<file path="src/rtl/gsfq_pkg.sv">
// Package for the grouped slot free queue.
// Holds sizes, codes and the struct types shared by the controller, the
// datapath and the top level. No dependencies.
`timescale 1ns / 1ps

package gsfq_pkg;

    // Table geometry
    localparam int TABLE_SLOTS = 256;
    localparam int MAX_GROUPS  = 4;
    localparam int PTR_W       = $clog2(TABLE_SLOTS);
    localparam int FILL_W      = PTR_W + 1;
    localparam int GRP_W       = $clog2(MAX_GROUPS);
    localparam int GCNT_W      = 3;
    localparam int STORE_DEPTH = MAX_GROUPS * TABLE_SLOTS;
    localparam int STORE_AW    = GRP_W + PTR_W;
    localparam int SLOT_W      = 8;
    localparam int SUM_W       = FILL_W + 2;

    // Configuration register file
    localparam int CFG_SIZE_REGS = 4;
    localparam int CFG_IDX_W     = 3;
    localparam int CFG_DATA_W    = 9;

    typedef enum logic [CFG_IDX_W-1:0] {
        CFG_DESC_COUNT   = 3'd0,
        CFG_GROUP_COUNT  = 3'd1,
        CFG_GROUP_SIZE_0 = 3'd2,
        CFG_GROUP_SIZE_1 = 3'd3,
        CFG_GROUP_SIZE_2 = 3'd4,
        CFG_GROUP_SIZE_3 = 3'd5
    } t_cfg_idx;

    // Request operations
    typedef enum logic [1:0] {
        OP_INIT    = 2'd0,
        OP_ALLOC   = 2'd1,
        OP_RELEASE = 2'd2
    } t_op;

    // Result status codes
    typedef enum logic [2:0] {
        ST_OK         = 3'd0,
        ST_BAD_GROUP  = 3'd1,
        ST_EMPTY      = 3'd2,
        ST_FULL       = 3'd3,
        ST_BAD_CONFIG = 3'd4
    } t_status;

    // One request
    typedef struct packed {
        logic [1:0]        op;
        logic [1:0]        group;
        logic [SLOT_W-1:0] slot;
    } t_req;

    // One result
    typedef struct packed {
        logic [2:0]        status;
        logic [SLOT_W-1:0] slot_index;
        logic [8:0]        free_left;
    } t_result;

    // Controller to datapath
    typedef struct packed {
        logic load;
        logic exec;
        logic fill;
        logic resp;
    } t_ctrl_cmd;

    // Datapath to controller
    typedef struct packed {
        logic is_init;
        logic cfg_ok;
        logic fill_last;
    } t_dp_status;

endpackage

</file>
<file path="src/rtl/gsfq_ctrl.sv">
// Controller for the grouped slot free queue: sequences request capture,
// execution, the init fill sweep and the result cycle. Uses gsfq_pkg.
`timescale 1ns / 1ps

module gsfq_ctrl
    import gsfq_pkg::*;
(
    input  logic       i_clk,
    input  logic       i_rst_n,
    input  logic       start,
    input  t_dp_status i_sts,
    output t_ctrl_cmd  o_cmd,
    output logic       busy
);

    typedef enum logic [3:0] {
        S_IDLE = 4'b0001,
        S_EXEC = 4'b0010,
        S_FILL = 4'b0100,
        S_RESP = 4'b1000
    } t_state;

    t_state r_state, n_state;
    logic   accept;

    // Take a new request while idle or while the previous result is shown
    assign busy   = (r_state != S_IDLE) && (r_state != S_RESP);
    assign accept = start && !busy;

    always_comb begin
        o_cmd      = '0;
        o_cmd.load = accept;
        n_state    = r_state;
        case (r_state)
            S_IDLE: begin
                if (accept) begin
                    n_state = S_EXEC;
                end
            end
            S_EXEC: begin
                o_cmd.exec = 1'b1;
                if (i_sts.is_init && i_sts.cfg_ok) begin
                    n_state = S_FILL;
                end else begin
                    n_state = S_RESP;
                end
            end
            S_FILL: begin
                o_cmd.fill = 1'b1;
                if (i_sts.fill_last) begin
                    n_state = S_RESP;
                end
            end
            S_RESP: begin
                o_cmd.resp = 1'b1;
                n_state    = accept ? S_EXEC : S_IDLE;
            end
            default: begin
                n_state = S_IDLE;
            end
        endcase
    end

    // Advance state
    always_ff @(posedge i_clk) begin
        if (!i_rst_n) begin
            r_state <= S_IDLE;
        end else begin
            r_state <= n_state;
        end
    end

endmodule

</file>
<file path="config.mk">
export PLATFORM = sky130hd
export DESIGN_NAME = gsfq_ctrl
export DESIGN_NICKNAME = d
export VERILOG_FILES = /design/src/rtl/gsfq_pkg.sv /design/src/rtl/gsfq_ctrl.sv
export SDC_FILE = /design/constraint.sdc
export NUM_CORES = 1
export LEC_CHECK = 0
export BUFFER_PORTS_ARGS = -buffer_cell sky130_fd_sc_hd__buf_2
export CORE_AREA = 2 2 39 41
export DETAILED_ROUTE_END_ITERATION = 7
export DIE_AREA = 0 0 41 43
export PLACE_DENSITY = 0.46
export SYNTH_ARGS = -nofsm -noshare
export SYNTH_HDL_FRONTEND = slang
export SYNTH_SLANG_ARGS = --single-unit
</file>
<file path="constraint.sdc">
create_clock -name i_clk -period 3.6 [get_ports i_clk]
set_input_delay 0.18 -clock i_clk [delete_from_list [all_inputs] [get_ports i_clk]]
set_output_delay 0.18 -clock i_clk [all_outputs]
set_load 0.1 [all_outputs]
</file>
# After elaboration in Yosys (flattened, before gate mapping)
# Index checks and enable logic that the tools add are counted.
# totals
register_bits	4
output_inout_bits	5
# classes
eq_ne	8
muxes	8
n_reduce_logical	5
# ops
op	count
$pmux 4 s4	1
$mux 4	3
$eq 4x1->1 const B	1
$eq 4x2->1 const B	1
$eq 4x3->1 const B	1
$eq 4x4->1 const B	1
$ne 2x2->1 const B	2
$ne 4x1->1 const B	1
$ne 4x4->1 const B	1
$logic_and 1x1->1	3
$mux 1	3
$mux 2	1
$reduce_and 2->1	1
$logic_not 1->1	1

# Longest topological paths before layout
# Gate-level depths: netlist of run 1.
# logic_depth
depth_word	6
ltp_mapped	3

# Worst setup path before layout of run 1
# OpenSTA, ideal clock, no wires.
# synth_timing
path_kind	register to output
startpoint	reg r_state[3]
endpoint	out o_cmd[0] (netlist bit)
arrival_ns	3.527
required_time_ns	3.420
path_slack_ns	-0.107
path_stages_with_launch	2
n_path_buf	0
path_cell_list	dfxtp_1 nor4b_1
# synth_lines
element	line_no	text
start: declaration	gsfq_ctrl.sv:23	t_state r_state, n_state;
start signal: assignment	gsfq_ctrl.sv:69	r_state <= n_state;
end: declaration	gsfq_ctrl.sv:12	output t_ctrl_cmd o_cmd,

==> results of run 1 <==
-- metal layers --
layer | track usage | up-vias | share of wire
li1 | - | 106 | -
met1 | 0.103 | 83 | 0.54
met2 | 0.0750 | 11 | 0.33
met3 | 0.0157 | 0 | 0.12
met4 | 0.0800 | 0 | 0
met5 | 0 | - | 0
-- kinds of logic (layout without fill, tap and decap cells) --
logic type,Yosys count,after routing
buffers and inverters,2,14
and+or+nand+nor,10,10
xor gates and xnor gates,1,1
AOI/OAI and AO/OA,4,4
DFF,4,4
-- where the power goes --
| group | switching (mW) | internal, mW |
|---|---|---|
| Sequential | 0.00308 | 0.0464 |
| Clock | 0.0163 | 0.0371 |
| Combinational | 0.0264 | 0.00848 |
-- metrics by stage --
step / hold slack (ns) / instances / instance area, um^2
floorplan: 0.251 / 21 / 223
CTS: 0.149 / 49 / 308
detailed placement: 0.391 / 46 / 285
finish: 0.155 / 49 / 308
global route: 0.159 / 49 / 308
global placement: 0.394 / 46 / 285
-- cells in the final DEF (no fill, tap or decap) --
cell type | Yosys | routed
buf_2 | 0 | 10
nor4b_2 | 3 | 4
dfxtp_1 | 4 | 4
clkbuf_4 | 0 | 3
nor2_1 | 2 | 2
xnor2_1 | 1 | 1
or3_1 | 1 | 1
o31ai_1 | 1 | 1
or4b_1 | 1 | 1
o21ai_1 | 1 | 1
nand2_1 | 1 | 1
a22oi_1 | 1 | 1
inv_1 | 1 | 1
a32oi_1 | 1 | 1
and2_1 | 1 | 1
-- final cells by class --
cell class | instances | area share
clock buffer | 3 | 0.0732
inverter | 1 | 0.0122
multi-input combinational | 15 | 0.427
sequential | 4 | 0.260
tap | 16 | 0.0650
timing repair buffer | 10 | 0.163
-- critical path: stages (launching register included) --
cell	delay, ns
dfxtp_1	0.43
xnor2_1	0.12
nor4b_2	0.33
buf_2	0.50
-- final timing paths --
| path | to | slack [ns] | cells past startpoint |
|---|---|---|---|
| hold / removal | r_state[0] | 0.16 | 2 |
| hold reg to reg | r_state[1] | 0.73 | 2 |
| setup / recovery | o_cmd[3] | 1.81 | 3 |
| setup reg to reg | r_state[3] | 2.32 | 3 |
==> reports/results.tsv, run 1 <==
stage	metric	value	unit
status	status	finished, final reports clean	
power	vdd_drop_max	0.112	mV
global_routing	grtUsageTotal	0.0714	
cts	cts_resized	0	
synthesis	yosysSeqAreaShare	0.370	
timing	layout_min_cycle_time	1.79	ns
power	total_power	0.138	mW
worst_hold_path	hp-class	input port to register	
synthesis	postSynthAreaPerCell	10.3	um^2
timing	slew_viol_final	0	
layout	seq_area	80.1	um^2
cts	cts_setup_buffers	0	
timing	grt_setup_unrepaired	false	
critical_path	crit_fanout	5	
timing	finalSetupViolations	0	
timing	fin_ws	1.81	ns
synthesis	synth_area_leader_cell	dfxtp_1	
die	die-area	0.00176	mm^2
cts	clock_path_buffers	2	
global_routing	grt_antenna_before_repair	0	
power	leakagePower	0.132	nW
synthesis	synth_fp_nets	27	
global_routing	grt_pass1_vias	190	
synthesis	synth-main-ff-cell	dfxtp_1	
synthesis	synthTopCellsByArea	dfxtp_1 (37%), nor4b_2 (21%), or4b_1 (4.6%), a32oi_1 (4.0%), nor4b_1 (4.0%)	
layout	final_util	0.222	
power	power.density	448	mW/mm^2
synthesis	synth_edf_count	0	
synthesis	synth_compound_area_frac	0.133	
cts	path_clk_slew	0.03	ns
layout	n_antenna_cell	0	
die	coreArea	0.00138	mm^2
die	rows	14	
layout	drive_gt1_frac	0.515	
routing	wl_per_cell	9.59	um
die	die_y	43	um
synthesis	synthAdderAreaFrac	0	
synthesis	synth_mux_area_frac	0	
critical_path	crit_type	register to output port	
synthesis	synth_top_area_frac	0.370	
cts	cts_hold_buf	0	
synthesis	async_reset_ff_frac	0	
die	pin_count	11	
timing	min_period_over_period	0.497	
timing	tns	0	ns
critical_path	startpoint_type	register	
routing	first_pass_iters	3	
routing	drt_iter0_markers	9	
routing	drt_wl_total	470	um
global_routing	grt_overflow_total	0	
routing	viasPerCell	4.08	
layout	multiInputGateArea	131	um^2
synthesis	synthesis.area	216	um^2
routing	ant_nets	0	
cts	cts_buffers	3	
timing	tightestPinTransition	0.487	ns
critical_path	critPathArrivalTime	1.61	ns
layout	num-fill-cells	156	
cts	clock-root-buffer	clkbuf_4	
synthesis	synthXorXnorAreaFrac	0.0405	
critical_path	startpoint	r_state[0]	
placed_design	io_buffers	10	
cts	clkSinkCount	4	
worst_hold_path	worstHoldStart	i_rst_n	
routing	num_vias	200	
global_routing	grt_max_degree	7	
layout	top_register	r_state	
timing	slew_headroom	0.677	
placed_design	place_congestion	0.638	
synthesis	synthSimpleGateAreaFrac	0.405	
flow_run	cap_violations	0	
critical_path	required	3.42	ns
placed_design	dp_hpwl	362	um
synthesis	netlist_instances	21	
cts	cts_tree	yes	
die	die_w	41	um
synthesis	synth_top_family_by_area	simple AND/OR/NAND/NOR gates	
synthesis	synth_common_cells	dfxtp_1 (4), nor4b_2 (3), nor2_1 (2)	
synthesis	postSynthRegisterBits	4	
critical_path	r2r_start	r_state[0]	
critical_path	end_kind	output port	
layout	final_net_count	41	
synthesis	synth_most_common_cell	dfxtp_1	
layout	reg.largest.list	r_state (4)	
layout	largest_reg_flops	4	
cts	clk_latency	0.23	ns
synthesis	ys_types	15	
routing	drc	0	
global_routing	grt_pass1_wl	786	um
die	initial_utilization	0.156	
synthesis	yosys_warnings	0	
cts	htreeDepth	1	
timing	fin_worst_skew	0.00146	ns
timing	fmax	0.558	GHz
layout	syn_to_final_growth	42.2	%
timing	hold_violations	0	
placed_design	dpl_worst_slack	2.05	ns
(Power assumes the default switching activity.)
==> run 2, diff against run 1 <==
ABC_AREA = 1   (was unset)
PLACE_DENSITY = 0.53   (was 0.46)
clock period = 1.74 ns   (was 3.6 ns; I/O delays follow)
==> run 2 against run 1 <==
Compared with the run above: hold slack worse by 0.025 ns; flip-flop and latch count stayed put; synthesized cell count is 120% higher; via count is 45% higher; worst setup slack worse by 1.6 ns; largest power group is now combinational cells; global-route usage is 1.7 points higher.
==> reports/results.tsv, run 2 <==
stage	metric	value	unit	change
synthesis	synth_common_cells	nand2_1 (10), nor2_1 (9), inv_1 (7), dfxtp_1 (4), nand3_1 (4)		
placed_design	dp_hpwl	523	um	+44%
power	vdd_drop_max	0.241	mV	+120%
timing	fin_worst_skew	0.000758	ns	-0.000703 ns
synthesis	synthTopCellsByArea	dfxtp_1 (27%), nand2_1 (13%), nor2_1 (11%), inv_1 (8.8%), nor2_4 (7.5%)		
synthesis	ys_types	14		-1
synthesis	synthesis.area	300	um^2	+39%
timing	tightestPinTransition	0.484	ns	-0.00367 ns
synthesis	async_reset_ff_frac	0		unchanged
timing	fmax	0.643	GHz	
cts	cts_tree	yes		
worst_hold_path	hp-class	input port to register		
timing	slew_headroom	0.680		+0.00243
cts	clk_latency	0.23	ns	about the same
die	die_y	43	um	unchanged
layout	n_antenna_cell	0		unchanged
critical_path	crit_fanout	5		unchanged
routing	ant_nets	0		unchanged
routing	num_vias	290		+45%
critical_path	critPathSlowestCell	buf_2		
synthesis	netlist_instances	47		+120%
routing	drt_iter0_markers	3		-6
critical_path	startpoint_type	register		
layout	largest_reg_flops	4		unchanged
cts	clock_path_buffers	2		unchanged
timing	fin_ws	0.184	ns	-1.62 ns
layout	reg.largest.list	r_state (4)		
layout	finalNonFillerCells	75		+53%
die	die_w	41	um	unchanged
cts	cts_setup_buffers	0		unchanged
layout	num-fill-cells	160		+2.6%
power	power.density	1130	mW/mm^2	+150%
power	leakagePower	0.202	nW	+53%
synthesis	synth_top_area_frac	0.267		-0.103
critical_path	cp_top_family	buffers and inverters		
layout	top_register	r_state		
synthesis	postSynthRegisterBits	4		unchanged
layout	syn_to_final_growth	30.8	%	
synthesis	synth_fp_nets	53		+96%
cts	cts_hold_buf	0		unchanged
cts	cts_resized	0		unchanged
synthesis	yosys_warnings	0		unchanged
synthesis	synth-main-ff-cell	dfxtp_1		
cts	clock-root-buffer	clkbuf_4		
timing	layout_min_cycle_time	1.56	ns	
synthesis	yosysSeqAreaShare	0.267		-0.103
global_routing	grt_overflow_total	0		unchanged
cts	path_clk_slew	0.04	ns	about the same
power	total_power	0.442	mW	+220%
status	status	finished, final reports clean		
die	pin_count	11		unchanged
timing	hold_violations	0		unchanged
cts	clkSinkCount	4		unchanged
cts	cts_buffers	3		unchanged
routing	drc	0		unchanged
critical_path	crit_cells	5		+2
timing	tns	0	ns	unchanged
layout	fin_area	393	um^2	+28%
global_routing	grt_max_degree	6		-1
flow_run	cap_violations	0		unchanged
placed_design	placed_area	370	um^2	+30%
critical_path	cpPeakStageDelay	0.46	ns	-0.04 ns
die	coreArea	0.00138	mm^2	unchanged
global_routing	grtUsageTotal	0.0884		+0.0170
synthesis	synth_area_leader_cell	dfxtp_1		
critical_path	critPathArrivalTime	1.47	ns	-0.14 ns
routing	first_pass_iters	4		+1
routing	drt_wl_total	631	um	+34%
synthesis	synth_edf_count	0		unchanged
synthesis	postSynthAreaPerCell	6.39	um^2	-38%
worst_hold_path	hold_depth	4		+2
die	initial_utilization	0.217		+0.0606
timing	min_period_over_period	0.894		
critical_path	crit_chain	inv_2 -> nand2_1 -> nor2_1 -> nor2_4 -> buf_2		
critical_path	worst-path-buf-inv	2		+1
layout	final_net_count	67		+63%
routing	viasPerCell	3.87		-5.3%
synthesis	synth_most_common_cell	nand2_1		
critical_path	required	1.65	ns	-1.77 ns
die	rows	14		unchanged
routing	wl_per_cell	8.41	um	-12%
placed_design	io_buffers	10		unchanged
critical_path	end_kind	output port		
placed_design	dpl_worst_slack	0.411	ns	-1.64 ns
layout	layout_common_cells	nand2_1 (10), buf_2 (10), nor2_1 (8), inv_1 (7)		
critical_path	crit_type	register to output port		
die	die-area	0.00176	mm^2	unchanged
global_routing	grt_pass1_vias	262		+38%
timing	slew_viol_final	0		unchanged
layout	drive_gt1_frac	0.441		-0.0745
cts	htreeDepth	1		unchanged
placed_design	dp_cells	72		+57%
timing	grt_setup_unrepaired	false		
global_routing	grt_pass1_wl	966	um	+23%
critical_path	reg2reg_depth	6		+3
timing	finalSetupViolations	0		unchanged
placed_design	place_congestion	0.755		+18%
global_routing	grt_antenna_before_repair	0		unchanged
-- run 2: changes by cell type after synthesis, moves of 2 or more --
cell / before / now
nand2_1: 1 / 10
nor2_1: 2 / 9
inv_1: 1 / 7
nand3_1: 0 / 4
nor4b_2: 3 / 0
inv_2: 0 / 2
nand2_2: 0 / 2
nor2_2: 0 / 2
nor2_4: 0 / 2
-- run 2: final timing paths --
| check | startpoint | slack (ns) | to |
|---|---|---|---|
| worst min-delay path | i_sts[0] | 0.13 | r_state[2] |
| worst max-delay path | r_state[1] | 0.18 | busy |
| worst max register to register | r_state[1] | 0.77 | r_state[0] |
| worst min register to register | r_state[2] | 0.62 | r_state[2] |
-- run 2: metrics by stage --
step	hold WS, ns	utilization
floorplan	0.231	-
global placement	0.372	0.268
detailed placement	0.370	0.268
CTS	0.126	0.284
global route	0.124	0.284
finish	0.130	0.284
-- run 2: worst reg2reg max path: cells and delay by family (launching register included) --
kind          cells  cell delay, ns
flops             1            0.34
simple gates      5            0.42
buf+inv           1            0.09
-- run 2: per-layer routing --
layer,vias up,routed length [um],share of wire,global-route usage
met5,-,0,0,0
met4,0,0,0,0.120
met3,0,45,0.071,0
met2,12,320,0.51,0.122
met1,113,266,0.42,0.0997
li1,165,-,-,-
-- run 2: final cells by class --
class,instances,area [um^2],share of cell area
clock buffers,3,22.5,0.0573
inverters,9,33.8,0.0860
multi-input cells,33,186,0.475
flip-flops and latches,4,80.1,0.204
well taps,16,20.0,0.0510
repair buffers,10,50.0,0.127
-- run 2: cell families (layout without fill, tap and decap cells) --
family,count (synthesis),after routing,share of synthesized area
AO/OA/AOI/OAI,1,1,0.0292
buffers and inverters,10,22,0.138
flip-flops,4,4,0.267
AND/OR/NAND/NOR,32,32,0.567
-- run 2: report_power, final --
part | total [mW] | internal, mW | leakage [nW] | switching (mW)
registers | 0.111 | 0.102 | 0.0328 | 0.00883
logic | 0.220 | 0.0478 | 0.156 | 0.172
clock network | 0.111 | 0.0769 | 0.0138 | 0.0345
